--- src/cbor_dec_pkg.sv ---
// Shared types, codes and helpers for the CBOR to native layout decoder.
package cbor_dec_pkg;

  localparam int NEST_MAX_DEF   = 8;
  localparam int COUNT_BITS_DEF = 32;
  localparam int POS_BITS       = 16;
  localparam int NSLOT          = 6;
  localparam int SLOT_STATUS    = NSLOT - 1;

  localparam logic [4:0] AI_ONE_BYTE = 5'd24;
  localparam logic [4:0] AI_RSVD_LO  = 5'd28;
  localparam logic [4:0] AI_INDEF    = 5'd31;
  localparam logic [7:0] FILL_BYTE   = 8'hff;
  localparam logic [7:0] SIMPLE_FALSE = 8'd20;
  localparam logic [7:0] SIMPLE_TRUE  = 8'd21;
  localparam logic [7:0] SIMPLE_NULL  = 8'd22;

  localparam logic [2:0] MAJ_UINT  = 3'd0;
  localparam logic [2:0] MAJ_NINT  = 3'd1;
  localparam logic [2:0] MAJ_BSTR  = 3'd2;
  localparam logic [2:0] MAJ_TSTR  = 3'd3;
  localparam logic [2:0] MAJ_ARRAY = 3'd4;
  localparam logic [2:0] MAJ_MAP   = 3'd5;
  localparam logic [2:0] MAJ_TAG   = 3'd6;
  localparam logic [2:0] MAJ_FLOAT = 3'd7;

  localparam logic [2:0] ST_OK      = 3'd0;
  localparam logic [2:0] ST_ILLEGAL = 3'd1;
  localparam logic [2:0] ST_UNDER   = 3'd2;
  localparam logic [2:0] ST_OVER    = 3'd3;
  localparam logic [2:0] ST_DEEP    = 3'd4;
  localparam logic [2:0] ST_TAG     = 3'd5;

  localparam logic REG_MSG_LEN = 1'b0;
  localparam logic REG_OUT_LEN = 1'b1;

  typedef struct packed {
    logic [NSLOT-1:0]                mask;
    logic [NSLOT-1:0][7:0]           bytes;
    logic [NSLOT-1:0][POS_BITS-1:0]  idx;
    logic [2:0]                      st;
  } bundle_t;

  function automatic logic [7:0] simple_map(input logic [7:0] v);
    logic [7:0] r;
    r = v;
    if (v == SIMPLE_FALSE || v == SIMPLE_NULL) r = 8'd0;
    else if (v == SIMPLE_TRUE) r = 8'd1;
    return r;
  endfunction

  function automatic logic [POS_BITS-1:0] rem_of(input logic [POS_BITS-1:0] lim,
                                                 input logic [POS_BITS-1:0] pos);
    return (lim > pos) ? lim - pos : '0;
  endfunction

endpackage

--- src/cbor_dec_if.sv ---
// Input and output channel interfaces of the decoder.
interface cbor_dec_in_if;
  logic       valid;
  logic       ready;
  logic [7:0] in_byte;
  logic       msg_start;
  modport source (output valid, in_byte, msg_start, input ready);
  modport sink (input valid, in_byte, msg_start, output ready);
endinterface

interface cbor_dec_out_if;
  logic        valid;
  logic        ready;
  logic [7:0]  out_byte;
  logic [15:0] out_index;
  logic        is_status;
  logic [2:0]  status;
  logic        last;
  modport source (output valid, out_byte, out_index, is_status, status, last, input ready);
  modport sink (input valid, out_byte, out_index, is_status, status, last, output ready);
endinterface

--- src/cbor_dec_outq.sv ---
// Result slot buffer: holds the results of one byte and drains them in order.
module cbor_dec_outq (
  input  logic                   clk,
  input  logic                   rst,
  input  logic                   load,
  input  cbor_dec_pkg::bundle_t  bun,
  output logic                   can_load,
  cbor_dec_out_if.source         out_ch
);

  localparam int N = cbor_dec_pkg::NSLOT;

  logic [N-1:0]                                   mask;
  logic [N-1:0][7:0]                              bytes;
  logic [N-1:0][cbor_dec_pkg::POS_BITS-1:0]       idx;
  logic [2:0]                                     st;
  logic [N-1:0]                                   sel;
  logic                                           found;
  logic                                           fire;
  logic                                           last;

  always_comb begin
    sel   = '0;
    found = 1'b0;
    for (int i = 0; i < N; i++) begin
      if (mask[i] && !found) begin
        sel[i] = 1'b1;
        found  = 1'b1;
      end
    end
  end

  assign last     = (mask & ~sel) == '0;
  assign fire     = out_ch.valid && out_ch.ready;
  assign can_load = (mask == '0) || (last && out_ch.ready);

  always_comb begin
    out_ch.out_byte  = '0;
    out_ch.out_index = '0;
    for (int i = 0; i < N; i++) begin
      if (sel[i]) begin
        out_ch.out_byte  = bytes[i];
        out_ch.out_index = idx[i];
      end
    end
  end

  assign out_ch.valid     = |mask;
  assign out_ch.is_status = sel[cbor_dec_pkg::SLOT_STATUS];
  assign out_ch.status    = sel[cbor_dec_pkg::SLOT_STATUS] ? st : cbor_dec_pkg::ST_OK;
  assign out_ch.last      = last;

  always_ff @(posedge clk) begin
    if (rst) begin
      mask <= '0;
    end else if (load) begin
      mask <= bun.mask;
    end else if (fire) begin
      mask <= mask & ~sel;
    end
  end

  always_ff @(posedge clk) begin
    if (load) begin
      bytes <= bun.bytes;
      idx   <= bun.idx;
      st    <= bun.st;
    end
  end

endmodule

--- src/cbor_to_native_decoder_core.sv ---
// CBOR message to packed little-endian native layout decoder, top level.
// Usage: message bytes enter on in_ch, one per transaction, msg_start set on
// the first byte of each message. Each byte yields zero to six results on
// out_ch: packed output bytes with their buffer position, then one status
// result (is_status) once decoding ends; last marks the final result of a
// byte. Bytes after the end give no results until the next msg_start.
// message_length and output_length must be written through cfg_we/cfg_index/
// cfg_data only while the block is idle; the block itself does not enforce this.
// Timing: the first result of a byte is on out_ch the cycle after it is
// accepted. The result buffer drains one result per cycle while the
// receiver takes them; in_ch.ready is high when the buffer is
// empty or its final result is being taken in the same cycle. Single-result
// bytes stream at one per cycle when the receiver does not stall.
// When the receiver stalls, results hold and in_ch stalls behind them.
// Reset (rst, synchronous) empties the result buffer, clears decode state
// and sets message_length to 1 and output_length to 0.
module cbor_to_native_decoder_core #(
  parameter int NEST_MAX   = cbor_dec_pkg::NEST_MAX_DEF,
  parameter int COUNT_BITS = cbor_dec_pkg::COUNT_BITS_DEF
) (
  input  logic                 clk,
  input  logic                 rst,
  cbor_dec_in_if.sink          in_ch,
  cbor_dec_out_if.source       out_ch,
  input  logic                 cfg_we,
  input  logic                 cfg_index,
  input  logic [15:0]          cfg_data
);

  localparam int PW = cbor_dec_pkg::POS_BITS;
  localparam int LW = $clog2(NEST_MAX + 1);
  localparam int IW = (NEST_MAX > 1) ? $clog2(NEST_MAX) : 1;

  typedef enum logic [1:0] {PH_HEAD, PH_ARG, PH_BODY} phase_t;

  // decode state
  logic [COUNT_BITS-1:0] count_stack [NEST_MAX];
  logic [NEST_MAX-1:0]   open_ended_stack;
  logic [NEST_MAX-1:0]   one_left;
  logic [LW-1:0]         nest_level;
  phase_t                header_phase;
  logic [2:0]            major_kind;
  logic [63:0]           argument_acc;
  logic [3:0]            argument_left;
  logic [3:0]            arg_size;
  logic                  neg_fill;
  logic [PW-1:0]         string_left;
  logic [PW-1:0]         message_pos;
  logic [PW-1:0]         output_pos;
  logic                  finished;
  logic [PW-1:0]         message_length;
  logic [PW-1:0]         output_length;

  // current view after msg_start clear
  logic [NEST_MAX-1:0]   c_open;
  logic [LW-1:0]         c_lvl;
  phase_t                c_ph;
  logic [3:0]            c_al, c_as;
  logic [PW-1:0]         c_mp, c_op, c_sl;
  logic                  c_fin;
  logic [63:0]           c_acc;
  logic [2:0]            c_mk;

  // next values
  logic [LW-1:0]         nest_level_next;
  phase_t                header_phase_next;
  logic [2:0]            major_kind_next;
  logic [63:0]           argument_acc_next;
  logic [3:0]            argument_left_next, arg_size_next;
  logic                  neg_fill_next;
  logic [PW-1:0]         string_left_next, message_pos_next, output_pos_next;
  logic                  finished_next;
  logic [NEST_MAX-1:0]   open_ended_stack_next;

  logic [7:0]            b;
  logic [4:0]            ai;
  logic [2:0]            major;
  logic                  indef;
  logic [3:0]            sz;
  logic [PW-1:0]         rem_m, rem_o, room;
  logic                  do_fin;
  logic [2:0]            fin_st;
  logic                  tv_en;
  logic [63:0]           tv_v;
  logic                  ol_en, ol_open;
  logic [COUNT_BITS-1:0] ol_cnt;
  logic                  do_cmp;
  logic [LW-1:0]         cs, blk;
  logic [LW-1:0]         dec_lvl;
  logic                  wr_en, wr_open;
  logic [IW-1:0]         wr_idx;
  logic [COUNT_BITS-1:0] wr_cnt;
  logic [PW:0]           np;
  logic [4:0]            w;
  logic [64:0]           vx;
  logic                  sat;
  cbor_dec_pkg::bundle_t bun;
  logic                  can_load;
  logic                  in_fire;

  assign in_ch.ready = can_load;
  assign in_fire     = in_ch.valid && in_ch.ready;

  assign b     = in_ch.in_byte;
  assign ai    = b[4:0];
  assign major = b[7:5];
  assign indef = (ai == cbor_dec_pkg::AI_INDEF);

  always_comb begin
    unique case (ai[1:0])
      2'd0:    sz = 4'd1;
      2'd1:    sz = 4'd2;
      2'd2:    sz = 4'd4;
      default: sz = 4'd8;
    endcase
    if (ai < cbor_dec_pkg::AI_ONE_BYTE || ai >= cbor_dec_pkg::AI_RSVD_LO) sz = 4'd0;
  end

  always_comb begin
    if (in_ch.msg_start) begin
      c_open = '0; c_lvl = '0; c_ph = PH_HEAD; c_mk = '0; c_acc = '0;
      c_al = '0; c_as = '0; c_sl = '0; c_mp = '0; c_op = '0; c_fin = 1'b0;
    end else begin
      c_open = open_ended_stack; c_lvl = nest_level; c_ph = header_phase;
      c_mk = major_kind; c_acc = argument_acc; c_al = argument_left;
      c_as = arg_size; c_sl = string_left; c_mp = message_pos;
      c_op = output_pos; c_fin = finished;
    end
  end

  always_comb begin
    nest_level_next    = c_lvl;
    header_phase_next  = c_ph;
    major_kind_next    = c_mk;
    argument_acc_next  = c_acc;
    argument_left_next = c_al;
    arg_size_next      = c_as;
    neg_fill_next      = neg_fill;
    string_left_next   = c_sl;
    message_pos_next   = c_mp;
    output_pos_next    = c_op;
    do_fin   = 1'b0;
    fin_st   = cbor_dec_pkg::ST_OK;
    tv_en    = 1'b0;
    tv_v     = '0;
    ol_en    = 1'b0;
    ol_open  = 1'b0;
    ol_cnt   = '0;
    do_cmp   = 1'b0;
    cs       = c_lvl;
    blk      = '0;
    dec_lvl  = '0;
    wr_en    = 1'b0;
    wr_open  = 1'b0;
    wr_idx   = '0;
    wr_cnt   = '0;
    np       = '0;
    w        = '0;
    vx       = '0;
    sat      = 1'b0;
    room     = '0;
    bun      = '0;
    rem_m    = cbor_dec_pkg::rem_of(message_length, c_mp);
    rem_o    = cbor_dec_pkg::rem_of(output_length, c_op);

    if (!c_fin) begin
      unique case (c_ph)
        PH_HEAD: begin
          if (c_mp < message_length && c_op < output_length) begin
            if (ai >= cbor_dec_pkg::AI_RSVD_LO && !indef) begin
              do_fin = 1'b1; fin_st = cbor_dec_pkg::ST_ILLEGAL;
            end else if (!indef && ({1'b0, 12'd0, sz} + 17'd1 > {1'b0, rem_m})) begin
              do_fin = 1'b1; fin_st = cbor_dec_pkg::ST_ILLEGAL;
            end else if (!indef && ({12'd0, sz} > rem_o)) begin
              do_fin = 1'b1; fin_st = cbor_dec_pkg::ST_UNDER;
            end else begin
              message_pos_next   = c_mp + 1'b1;
              major_kind_next    = major;
              arg_size_next      = sz;
              argument_left_next = sz;
              argument_acc_next  = '0;
              if (major == cbor_dec_pkg::MAJ_TAG) begin
                do_fin = 1'b1; fin_st = cbor_dec_pkg::ST_TAG;
              end else if (sz != 4'd0) begin
                header_phase_next = PH_ARG;
              end else if (indef) begin
                if (major <= cbor_dec_pkg::MAJ_NINT) begin
                  do_fin = 1'b1; fin_st = cbor_dec_pkg::ST_ILLEGAL;
                end else if (major <= cbor_dec_pkg::MAJ_MAP) begin
                  ol_en = 1'b1; ol_open = 1'b1;
                end else if (c_lvl != '0 && c_open[IW'(c_lvl - 1'b1)]) begin
                  // break closes the open-ended level, then counts as its item
                  cs = c_lvl - 1'b1; do_cmp = 1'b1;
                end else begin
                  do_fin = 1'b1; fin_st = cbor_dec_pkg::ST_ILLEGAL;
                end
              end else begin
                case (major)
                  cbor_dec_pkg::MAJ_UINT: begin
                    bun.mask[0] = 1'b1; bun.bytes[0] = {3'd0, ai};
                  end
                  cbor_dec_pkg::MAJ_NINT: begin
                    bun.mask[0] = 1'b1; bun.bytes[0] = ~{3'd0, ai};
                  end
                  cbor_dec_pkg::MAJ_FLOAT: begin
                    bun.mask[0] = 1'b1; bun.bytes[0] = cbor_dec_pkg::simple_map({3'd0, ai});
                  end
                  default: begin
                    tv_en = 1'b1; tv_v = {59'd0, ai};
                  end
                endcase
                if (bun.mask[0]) begin
                  bun.idx[0] = c_op; output_pos_next = c_op + 1'b1; do_cmp = 1'b1;
                end
              end
            end
          end
        end
        PH_ARG: begin
          argument_acc_next = {c_acc[55:0], b};
          bun.idx[0] = c_op + PW'(c_al) - 1'b1;
          bun.bytes[0] = b;
          if (c_mk == cbor_dec_pkg::MAJ_UINT) begin
            bun.mask[0] = 1'b1;
          end else if (c_mk == cbor_dec_pkg::MAJ_FLOAT) begin
            bun.mask[0] = 1'b1;
            if (c_as == 4'd1) bun.bytes[0] = cbor_dec_pkg::simple_map(b);
          end else if (c_mk == cbor_dec_pkg::MAJ_NINT) begin
            bun.mask[0] = 1'b1; bun.bytes[0] = ~b;
            // sign fill to double width, bytes past output_length dropped
            if (c_al == c_as && b[7] && c_as < 4'd8) begin
              for (int j = 0; j < 4; j++) begin
                if (j < 32'(c_as) &&
                    ({1'b0, c_op} + (PW+1)'(c_as) + (PW+1)'(j) < {1'b0, output_length})) begin
                  bun.mask[j+1]  = 1'b1;
                  bun.bytes[j+1] = cbor_dec_pkg::FILL_BYTE;
                  bun.idx[j+1]   = c_op + PW'(c_as) + PW'(j);
                end
              end
            end
          end
          if (c_al == c_as) neg_fill_next = b[7];
          message_pos_next   = c_mp + 1'b1;
          argument_left_next = c_al - 1'b1;
          if (argument_left_next == 4'd0) begin
            header_phase_next = PH_HEAD;
            if (c_mk == cbor_dec_pkg::MAJ_UINT || c_mk == cbor_dec_pkg::MAJ_FLOAT) begin
              output_pos_next = c_op + PW'(c_as); do_cmp = 1'b1;
            end else if (c_mk == cbor_dec_pkg::MAJ_NINT) begin
              w = (c_as < 4'd8 && neg_fill_next) ? {c_as, 1'b0} : {1'b0, c_as};
              np = {1'b0, c_op} + (PW+1)'(w);
              output_pos_next = (np > {1'b0, output_length}) ? output_length : np[PW-1:0];
              do_cmp = 1'b1;
            end else begin
              tv_en = 1'b1; tv_v = argument_acc_next;
            end
          end
        end
        default: begin
          bun.mask[0] = 1'b1; bun.bytes[0] = b; bun.idx[0] = c_op;
          output_pos_next  = c_op + 1'b1;
          message_pos_next = c_mp + 1'b1;
          string_left_next = c_sl - 1'b1;
          if (string_left_next == '0) begin
            header_phase_next = PH_HEAD; do_cmp = 1'b1;
          end
        end
      endcase

      if (tv_en) begin
        header_phase_next = PH_HEAD;
        if (major_kind_next == cbor_dec_pkg::MAJ_BSTR ||
            major_kind_next == cbor_dec_pkg::MAJ_TSTR) begin
          room = cbor_dec_pkg::rem_of(output_length, output_pos_next);
          if (cbor_dec_pkg::rem_of(message_length, message_pos_next) < room)
            room = cbor_dec_pkg::rem_of(message_length, message_pos_next);
          if (tv_v > {48'd0, room}) begin
            do_fin = 1'b1; fin_st = cbor_dec_pkg::ST_ILLEGAL;
          end else if (tv_v == '0) begin
            do_cmp = 1'b1;
          end else begin
            string_left_next = tv_v[PW-1:0]; header_phase_next = PH_BODY;
          end
        end else if (tv_v == '0) begin
          do_cmp = 1'b1;
        end else begin
          vx = {1'b0, tv_v};
          ol_en = 1'b1;
          if (major_kind_next == cbor_dec_pkg::MAJ_MAP) begin
            sat = |(vx >> (COUNT_BITS - 1));
            ol_cnt = sat ? {COUNT_BITS{1'b1}} : vx[COUNT_BITS-1:0] << 1;
          end else begin
            sat = |(vx >> COUNT_BITS);
            ol_cnt = sat ? {COUNT_BITS{1'b1}} : vx[COUNT_BITS-1:0];
          end
        end
      end

      if (ol_en) begin
        if (c_lvl >= LW'(NEST_MAX)) begin
          do_fin = 1'b1; fin_st = cbor_dec_pkg::ST_DEEP;
        end else begin
          wr_en = 1'b1; wr_idx = c_lvl[IW-1:0]; wr_cnt = ol_cnt; wr_open = ol_open;
          nest_level_next = c_lvl + 1'b1;
        end
      end

      if (do_cmp) begin
        // pop the top run of definite levels with one item left, then count one item
        // in the level that remains if it is definite
        for (int i = 0; i < NEST_MAX; i++) begin
          if (LW'(i) < cs && !one_left[i]) blk = LW'(i + 1);
        end
        nest_level_next = blk;
        if (blk != '0) begin
          dec_lvl = blk - 1'b1;
          if (!c_open[dec_lvl[IW-1:0]]) begin
            wr_en = 1'b1; wr_idx = dec_lvl[IW-1:0];
            wr_cnt = count_stack[dec_lvl[IW-1:0]] - 1'b1; wr_open = 1'b0;
          end
        end
      end

      if (!do_fin && header_phase_next == PH_HEAD &&
          !(message_pos_next < message_length && output_pos_next < output_length)) begin
        do_fin = 1'b1;
        if (message_pos_next < message_length) fin_st = cbor_dec_pkg::ST_OVER;
        else if (nest_level_next != '0) fin_st = cbor_dec_pkg::ST_ILLEGAL;
        else if (output_pos_next < output_length) fin_st = cbor_dec_pkg::ST_UNDER;
        else fin_st = cbor_dec_pkg::ST_OK;
      end
    end

    finished_next = c_fin || do_fin;
    bun.mask[cbor_dec_pkg::SLOT_STATUS]  = do_fin;
    bun.bytes[cbor_dec_pkg::SLOT_STATUS] = '0;
    bun.idx[cbor_dec_pkg::SLOT_STATUS]   = output_pos_next;
    bun.st = fin_st;
  end

  always_comb begin
    open_ended_stack_next = c_open;
    if (wr_en) open_ended_stack_next[wr_idx] = wr_open;
  end

  always_ff @(posedge clk) begin
    if (rst) begin
      open_ended_stack <= '0;
      one_left         <= '0;
      nest_level       <= '0;
      header_phase     <= PH_HEAD;
      major_kind       <= '0;
      argument_acc     <= '0;
      argument_left    <= '0;
      arg_size         <= '0;
      neg_fill         <= 1'b0;
      string_left      <= '0;
      message_pos      <= '0;
      output_pos       <= '0;
      finished         <= 1'b0;
    end else if (in_fire) begin
      open_ended_stack <= open_ended_stack_next;
      if (wr_en) one_left[wr_idx] <= !wr_open && (wr_cnt == COUNT_BITS'(1));
      nest_level    <= nest_level_next;
      header_phase  <= header_phase_next;
      major_kind    <= major_kind_next;
      argument_acc  <= argument_acc_next;
      argument_left <= argument_left_next;
      arg_size      <= arg_size_next;
      neg_fill      <= neg_fill_next;
      string_left   <= string_left_next;
      message_pos   <= message_pos_next;
      output_pos    <= output_pos_next;
      finished      <= finished_next;
    end
  end

  always_ff @(posedge clk) begin
    if (in_fire && wr_en) count_stack[wr_idx] <= wr_cnt;
  end

  always_ff @(posedge clk) begin
    if (rst) begin
      message_length <= 16'd1;
      output_length  <= '0;
    end else if (cfg_we) begin
      unique case (cfg_index)
        cbor_dec_pkg::REG_MSG_LEN: message_length <= cfg_data;
        cbor_dec_pkg::REG_OUT_LEN: output_length  <= cfg_data;
        default: ;
      endcase
    end
  end

  cbor_dec_outq u_outq (
    .clk      (clk),
    .rst      (rst),
    .load     (in_fire),
    .bun      (bun),
    .can_load (can_load),
    .out_ch   (out_ch)
  );

  a_stall_has_result: assert property (@(posedge clk) disable iff (rst)
    !in_ch.ready |-> out_ch.valid) else $error("input stalled with no result pending");

  a_level_bound: assert property (@(posedge clk) disable iff (rst)
    nest_level <= LW'(NEST_MAX)) else $error("nest level beyond stack depth");

  a_status_last: assert property (@(posedge clk) disable iff (rst)
    out_ch.valid && out_ch.is_status |-> out_ch.last) else $error("status not last");

  a_done_silent: assert property (@(posedge clk) disable iff (rst)
    in_fire && finished && !in_ch.msg_start |=> !out_ch.valid)
    else $error("result after end of decoding");

endmodule
--- src/flat_wrapper.sv ---
// flat-port wrapper written by rule: the top's interface ports become plain ports
module cbor_to_native_decoder_core_flat 
#(
  parameter int NEST_MAX   = cbor_dec_pkg::NEST_MAX_DEF,
  parameter int COUNT_BITS = cbor_dec_pkg::COUNT_BITS_DEF
)
  (clk, rst, cfg_we, cfg_index, cfg_data, in_ch_valid, in_ch_in_byte, in_ch_msg_start, in_ch_ready, out_ch_valid, out_ch_out_byte, out_ch_out_index, out_ch_is_status, out_ch_status, out_ch_last, out_ch_ready);
  cbor_dec_in_if in_ch_i ();
  cbor_dec_out_if out_ch_i ();
  input  logic clk;
  input  logic rst;
  input  logic cfg_we;
  input  logic cfg_index;
  input  logic [15:0] cfg_data;
  input wire logic [$bits(in_ch_i.valid)-1:0] in_ch_valid;
  input wire logic [$bits(in_ch_i.in_byte)-1:0] in_ch_in_byte;
  input wire logic [$bits(in_ch_i.msg_start)-1:0] in_ch_msg_start;
  output wire logic [$bits(in_ch_i.ready)-1:0] in_ch_ready;
  output wire logic [$bits(out_ch_i.valid)-1:0] out_ch_valid;
  output wire logic [$bits(out_ch_i.out_byte)-1:0] out_ch_out_byte;
  output wire logic [$bits(out_ch_i.out_index)-1:0] out_ch_out_index;
  output wire logic [$bits(out_ch_i.is_status)-1:0] out_ch_is_status;
  output wire logic [$bits(out_ch_i.status)-1:0] out_ch_status;
  output wire logic [$bits(out_ch_i.last)-1:0] out_ch_last;
  input wire logic [$bits(out_ch_i.ready)-1:0] out_ch_ready;
  assign in_ch_i.valid = in_ch_valid;
  assign in_ch_i.in_byte = in_ch_in_byte;
  assign in_ch_i.msg_start = in_ch_msg_start;
  assign in_ch_ready = in_ch_i.ready;
  assign out_ch_valid = out_ch_i.valid;
  assign out_ch_out_byte = out_ch_i.out_byte;
  assign out_ch_out_index = out_ch_i.out_index;
  assign out_ch_is_status = out_ch_i.is_status;
  assign out_ch_status = out_ch_i.status;
  assign out_ch_last = out_ch_i.last;
  assign out_ch_i.ready = out_ch_ready;
  cbor_to_native_decoder_core #(.NEST_MAX(NEST_MAX), .COUNT_BITS(COUNT_BITS)) u_core (.clk(clk), .rst(rst), .in_ch(in_ch_i), .out_ch(out_ch_i), .cfg_we(cfg_we), .cfg_index(cfg_index), .cfg_data(cfg_data));
endmodule
--- config.mk ---
export PLATFORM = sky130hd
export DESIGN_NAME = cbor_to_native_decoder_core_flat
export DESIGN_NICKNAME = d
export VERILOG_FILES = /design/src/cbor_dec_pkg.sv /design/src/cbor_dec_if.sv /design/src/cbor_dec_outq.sv /design/src/cbor_to_native_decoder_core.sv /design/src/flat_wrapper.sv
export SDC_FILE = /design/constraint.sdc
export NUM_CORES = 2
export LEC_CHECK = 0
export ABC_AREA = 1
export BUFFER_PORTS_ARGS = -buffer_cell sky130_fd_sc_hd__buf_4
export CAP_MARGIN = 0
export CORE_UTILIZATION = 41
export CTS_BUF_LIST = sky130_fd_sc_hd__clkbuf_16
export DETAILED_ROUTE_END_ITERATION = 8
export GPL_TIMING_DRIVEN = 0
export HOLD_SLACK_MARGIN = 0.05
export MAX_ROUTING_LAYER = met4
export PLACE_DENSITY = 0.59
export SYNTH_ARGS = -nofsm -noshare
export SYNTH_HDL_FRONTEND = slang
export SYNTH_SLANG_ARGS = --single-unit
--- constraint.sdc ---
create_clock -name clk -period 21.1 [get_ports clk]
set_input_delay 2.11 -clock clk [delete_from_list [all_inputs] [get_ports clk]]
set_output_delay 2.11 -clock clk [all_outputs]
set_load 0.05 [all_outputs]
---- Word-level counts from Yosys, hierarchy flattened ----
Memories as Yosys holds them, arrays and structs flattened.
Cells that the tools add are included.
cells by class
  add/subtract/negate cells ............... 24
  magnitude comparators ................... 39
  equality and inequality tests ........... 21
  multiplexer cells ....................... 346
  bitwise logic cells ..................... 13
  reduce and logical (&&, ||, !) cells .... 87
operators by type and width
  cell                                                                     count
  64-bit 2-to-1 mux                                                        17
  16-bit 2-to-1 mux                                                        52
  32-bit 2-to-1 mux                                                        12
  64-bit one-hot mux with 2 select lines                                   2
  8-bit 2-to-1 mux                                                         26
  4-bit 2-to-1 mux                                                         39
  1-bit 2-to-1 mux                                                         121
  3-bit 2-to-1 mux                                                         37
  16-bit < comparator                                                      5
  17-bit by 16-bit < comparator with 1-bit output                          4
  16-bit > comparator                                                      4
  64-bit by 16-bit > comparator with 1-bit output                          1
  64-bit zero test                                                         1
  16-bit one-hot mux with 2 select lines                                   2
  16-bit subtractor                                                        4
  16-bit by 1-bit adder with 16-bit output (second input constant)         3
  2-bit 2-to-1 mux                                                         18
  17-bit by 2-bit adder with 17-bit output (second input constant)         2
  17-bit by 16-bit > comparator with 1-bit output                          2
  1-bit logical AND                                                        34
  33-bit OR reduction                                                      1
  16-bit by 2-bit adder with 16-bit output (second input constant)         2
  16-bit by 4-bit adder with 16-bit output                                 2
  32-bit by 1-bit equality test with 1-bit output (second input constant)  1
  62 further kinds                                                         138
word-level totals
  flip-flop bits (word level) ............. 324
  bits in writable memories ............... 256
  bits of input ports ..................... 31
  output and inout bits ................... 31
  word-level logic and storage cells ...... 559
  memories kept ........................... 1
memory list
  name                words  width  read ports  clocked after memory_dff  wr ports  RTL line                           RTL
  u_core.count_stack  8      32     1           0                         1         cbor_to_native_decoder_core.sv:37  logic [COUNT_BITS-1:0] count_stack [NEST_MAX];

---- Depth between registers and ports, before layout ----
  depth after elaboration ................. 49
  mapped depth ............................ 102
  mapped depth without buffers ............ 94

---- Hierarchy ----
From an unflattened synthesis, not the netlist that was laid out.
unflattened totals
  cells, all modules ...................... 5522
  area total of the unflattened synthesis .. 40915.5 um2
by module, submodules not included
  module                       instances  cells each  area an instance (um2)  sequential area each (um2)
  cbor_to_native_decoder_core  1          5044        34903.5                 11110.7
  cbor_dec_outq                1          478         6012.0                  4534.3

---- Worst setup path after synthesis ----
No wires, ideal clock.
  path type ............................... input-to-reg
  start point ............................. input port in_ch_msg_start
  end point ............................... register u_core.one_left[1]
  data arrival time ....................... 15.585 ns
  slack ................................... 5.440 ns
  cell stages on the path ................. 88
  buffers on the path ..................... 6
  path through ............................ buf_6 -> buf_2 -> buf_1 -> clkbuf_1 -> nor2_1 -> inv_1 -> o22ai_1 -> or4_1 -> o21ai_0 -> nand2_1 -> nand2_1 -> o21ai_0 -> ha_1 -> a21oi_1 -> inv_1 -> a31oi_1 -> nor2_1 -> o21ai_0 -> [... 52 more ...] -> ha_1 -> a21oi_1 -> nor2_1 -> a211oi_1 -> o21ai_0 -> nand3_1 -> a32o_1 -> nand3_1 -> nand3_1 -> nand2_1 -> o21bai_2 -> nand2_2 -> nor2_8 -> nand2_2 -> o21a_1 -> nor4_2 -> o21ai_0 -> a21oi_2
between the ends
  cells in the longest elaborated chain, start to end .. 41
  elaborated cells on any way between the ends .. 228
ends and longest elaborated chain
  what                                                                               RTL line                            RTL
  start, declared                                                                    flat_wrapper.sv:17                  input wire logic [$bits(in_ch_i.msg_start)-1:0] in_ch_msg_start;
  branches (longest 41 deep; another with 16-bit by 5-bit adder with 17-bit output)  -
  end signal, assigned by index                                                      cbor_to_native_decoder_core.sv:363  if (wr_en) one_left[wr_idx] <= !wr_open && (wr_cnt == COUNT_BITS'(1));
  end, declared                                                                      cbor_to_native_decoder_core.sv:39   logic [NEST_MAX-1:0] one_left;
Several ways; the timed one is not identified. The select of a mux whose other input is x is not followed.
A chain may end at the register's enable or synchronous reset.

---- Worst setup path after layout ----
  start point ............................. input port in_ch_msg_start
  end point ............................... memory u_core.count_stack[1][21] (netlist bit) (enable)
between the ends
  cells in the longest elaborated chain, start to end .. 39
  elaborated cells on any way between the ends .. 198
ends and longest elaborated chain
  what                                                                               RTL line
  branches (longest 39 deep; another with 16-bit by 5-bit adder with 17-bit output)  -
  end, declared                                                                      cbor_to_native_decoder_core.sv:37
Several ways; the timed one is not identified. The select of a mux whose other input is x is not followed.

==> results.tsv <==
stage	metric	value	unit
outcome	status	finished, final reports clean	
worst_hold_path	Hold Path End	u_core.argument_left[0]$_SDFFE_PP0P_	
floorplanning	Initial Utilization	0.414	
synth	Compound-Gate Fraction of Synth Area	0.165	
worst_hold_path	Hold Path Class	register to register	
sta	crit share post-route	0.932	
cts	clk sinks	544	
synth	number of synthesized flops with an enable pin	367	
routing	first-pass iteration count of the detailed router	6	
synth	Avg Cell Area, Syn	7.47	sq um
sta	fin. max-slew vios	0	
synth	adder-cell share of the synthesized area	0.0828	
worst_setup_path	Top cell by count, worst path	nand2_1	
global_routing	final global-route overflow total	0	
sta	final setup violation count	0	
cts	depth of the CTS H-tree	3	
sta	worst slew pin tran	1350	ps
worst_setup_path	worst reg2reg path depth	77	
synth	yosys warns	0	
finish	Storage cell area	0.0146	sq mm
worst_setup_path	Critical Path Fanout Max	10	
flow_run	MaxCap Viol Count	0	
synth	post-synthesis simple-gate area fraction	0.252	
worst_setup_path	CP bufs+invs	23	
sta	clk_skew	37.5	ps
placed_design	I/O Buffers	59	
placed_design	GP Congestion	1.01	
worst_setup_path	Critical Path Start Type	primary input	
floorplanning	Die Wd	309	um
global_routing	GRT Total Usage	0.319	
sta	final hold slack	465	ps
cts	CTS max path bufs	3	
sta	RSZ-0062 raised after global routing	false	
worst_setup_path	FF-to-FF setup slack	5430	ps
floorplanning	num rows	112	
worst_setup_path	WP data arrival	20010	ps
sta	Max Clock Freq	50.8	MHz
cts	Post-CTS Hold Buffers	0	
cts	Resize count post-CTS	0	
routing	DR vias	37731	
synth	FF+latch count, synth	544	
synth	Synth Area in XOR/XNOR	0.0269	
synth	Synth Cell Area	0.0387	sq mm
synth	Cells after Synth	5186	
worst_setup_path	Max stage delay on crit path	1060	ps
routing	via-per-instance ratio	5.68	
global_routing	largest net degree at the start of global routing	61	
global_routing	first-pass GRT wire length	220000	um
worst_hold_path	Hold Crit Start	u_core.argument_left[0]$_SDFFE_PP0P_	
routing	wire per inst	22.7	um
synth	Netlist cell types	75	
worst_setup_path	Crit Path Class	primary input to register	
sta	Rel. slew slack	0.0987	
finish	fin nets	5610	
synth	ys async rst share	0	
finish	area delta synth->final	11.5	%
cts	Post-CTS Setup Repair Bufs	0	
worst_setup_path	CP endpoint kind	register	
worst_setup_path	Top delay family on crit path	buffers and inverters	
synth	Syn Nets	5469	
routing	first-iteration detailed-routing DRC count	4295	
cts	Clock Pin Slew Worst Setup and Hold Paths	50	ps
placed_design	hpwl dp	115000	um
worst_setup_path	Worst EP required	21440	ps
synth	top_reg_cell synth	edfxtp_1	
cts	clk_lat worst skew	660	ps
floorplanning	Vert. Die Dim	309	um
sta	final hold vios	0	
cts	CTS tree	built	
worst_hold_path	hold-critical path depth	2	
synth	largest family of logic cells by synthesized area	simple AND/OR/NAND/NOR gates	
global_routing	vias in the first global route	34416	
finish	fill cell count	9484	
worst_setup_path	worst r2r src	u_core.arg_size[3]$_SDFFE_PP0P_	
finish	multi-input logic area	0.0204	sq mm
worst_setup_path	Crit-path slowest cell	clkbuf_1	
floorplanning	IO Pins	62	
sta	Final min period	19670	ps
global_routing	initial antenna violation count	3	
finish	layout cells sized above 1	0.0630	
worst_setup_path	RR Endpoint	u_core.count_stack[1][21]$_DFFE_PP_	
synth	multiplexer share of the synthesized area	0	
routing	DRC	0	
cts	Root Buffer	clkbuf_16	
routing	antenna violation net count after detailed routing	0	
floorplanning	core footprint	0.0935	sq mm
synth	register area share after synthesis	0.376	
floorplanning	Die ar.	0.0957	sq mm
routing	final WL	151000	um
cts	TritonCTS Buffers	67	
==> layer usage <==
layer / track usage / share of wire / vias up
met5: - / 0 / -
li1: - / - / 17858
met1: 0.445 / 0.45 / 17826
met3: 0.0723 / 0.10 / 275
met4: 0.114 / 0.035 / 0
met2: 0.447 / 0.41 / 1772
==> flip-flops by register name, summed over array words and instances, names as in the netlist, 2 cells and up <==
name / count
u_core.count_stack: 256
u_core.u_outq.idx: 96
u_core.argument_acc: 56
u_core.message_length: 16
u_core.message_pos: 16
u_core.output_length: 16
u_core.output_pos: 16
u_core.string_left: 16
u_core.u_outq.bytes: 12
u_core.one_left: 8
u_core.open_ended_stack: 8
u_core.u_outq.mask: 6
u_core.arg_size: 4
u_core.argument_left: 4
u_core.nest_level: 4
u_core.major_kind: 3
u_core.u_outq.st: 3
u_core.header_phase: 2
==> final cells by class <==
cell class	count	area share
well taps	1254	0.0363
clock inverters	55	0.0104
inverters	725	0.0633
flip-flops and latches	544	0.337
clock buffers	67	0.0388
multi-input cells	3690	0.473
plain buffers	227	0.0247
diodes	4	0.000232
repair buffers	72	0.0161
==> metrics by stage <==
step	TNS, ps	setup slack, ps	instances	cell area, sq um	util
4_1_cts	0	1810	6634	43200	0.462
3_3_place_gp	-305350	-2440	6499	40700	0.436
6_report	0	1430	6638	43200	0.462
3_5_place_dp	0	1240	6512	41100	0.439
2_1_floorplan	0	5440	5186	38700	-
5_1_grt	0	583	6637	43200	0.462
==> cells by family (layout without fill, tap and decap cells) <==
logic type      after synthesis  count (layout)
simple gates               2228            2228
compound gates             1092            1092
buf+inv                     952            1146
flops                       544             544
fa+ha+maj                   252             252
xor+xnor                    117             117
other cells                   1               5
==> cell usage after synthesis, drive strengths merged (4+ instances only) <==
library cell	n	area [sq um]
nand4	53	338
clkbuf	148	556
a21oi	400	2040
nand3b	86	646
o2111ai	5	43.8
o221ai	40	350
a211oi	9	67.6
a221oi	29	254
edfxtp	367	11000
xor2	95	851
ha	245	3070
nor4	16	113
o21ai	370	1870
o32ai	4	35.0
a31oi	37	231
o31ai	5	37.5
dfxtp	177	3540
xnor2	22	193
clkinv	18	68.8
o21bai	15	116
inv	707	2660
a22o	16	140
nand2	1074	4100
fa	7	140
a21o	12	90.1
buf	79	509
o22ai	57	357
a22oi	13	97.6
or2	16	100
nor3	49	255
nand3	404	2050
o211ai	47	358
nor2	522	2090
o21a	11	82.6
==> cell usage in the layout, fill, tap and decap left out, types with 15 or more instances in the layout <==
master / instances
nand2_1: 1054
clkbuf_16: 67
clkinv_2: 15
o22ai_1: 57
clkbuf_1: 147
o211ai_1: 46
o21ai_0: 351
a21oi_1: 390
ha_1: 245
clkinv_1: 31
edfxtp_1: 367
buf_1: 25
buf_4: 73
nand2_2: 16
o21ai_1: 15
inv_1: 702
a22o_1: 16
dfxtp_1: 177
buf_6: 19
nand3b_1: 86
a31oi_1: 37
a221oi_1: 29
nand4_1: 52
o221ai_1: 40
nor3_1: 47
nor2_4: 15
buf_2: 23
xnor2_1: 22
or2_2: 16
nand3_1: 399
nor2_1: 491
xor2_1: 94
==> worst max-delay path by stage <==
stage	cells after the start	from	end
floorplan	88	in_ch_msg_start	u_core.one_left[1]$_SDFFE_PP0P_
global placement	94	in_ch_msg_start	u_core.one_left[1]$_SDFFE_PP0P_
detailed placement	93	in_ch_msg_start	u_core.count_stack[1][14]$_DFFE_PP_
CTS	93	in_ch_msg_start	u_core.count_stack[1][21]$_DFFE_PP_
global route	95	in_ch_msg_start	u_core.count_stack[3][7]$_DFFE_PP_
finish	93	in_ch_msg_start	u_core.count_stack[1][21]$_DFFE_PP_
==> worst register-to-register path, delay by kind of cell (launching register included) <==
kind                       cells  cell delay (ps)
xor gates and xnor gates       1              260
and+or+nand+nor               28             5390
DFF                            1              450
adders and majority gates      6             1680
buffers and inverters         11             2250
AOI/OAI and AO/OA             31             5330
Power is not shown: default switching activity piles up to over one toggle a cycle in this logic, so the estimate is an artifact.
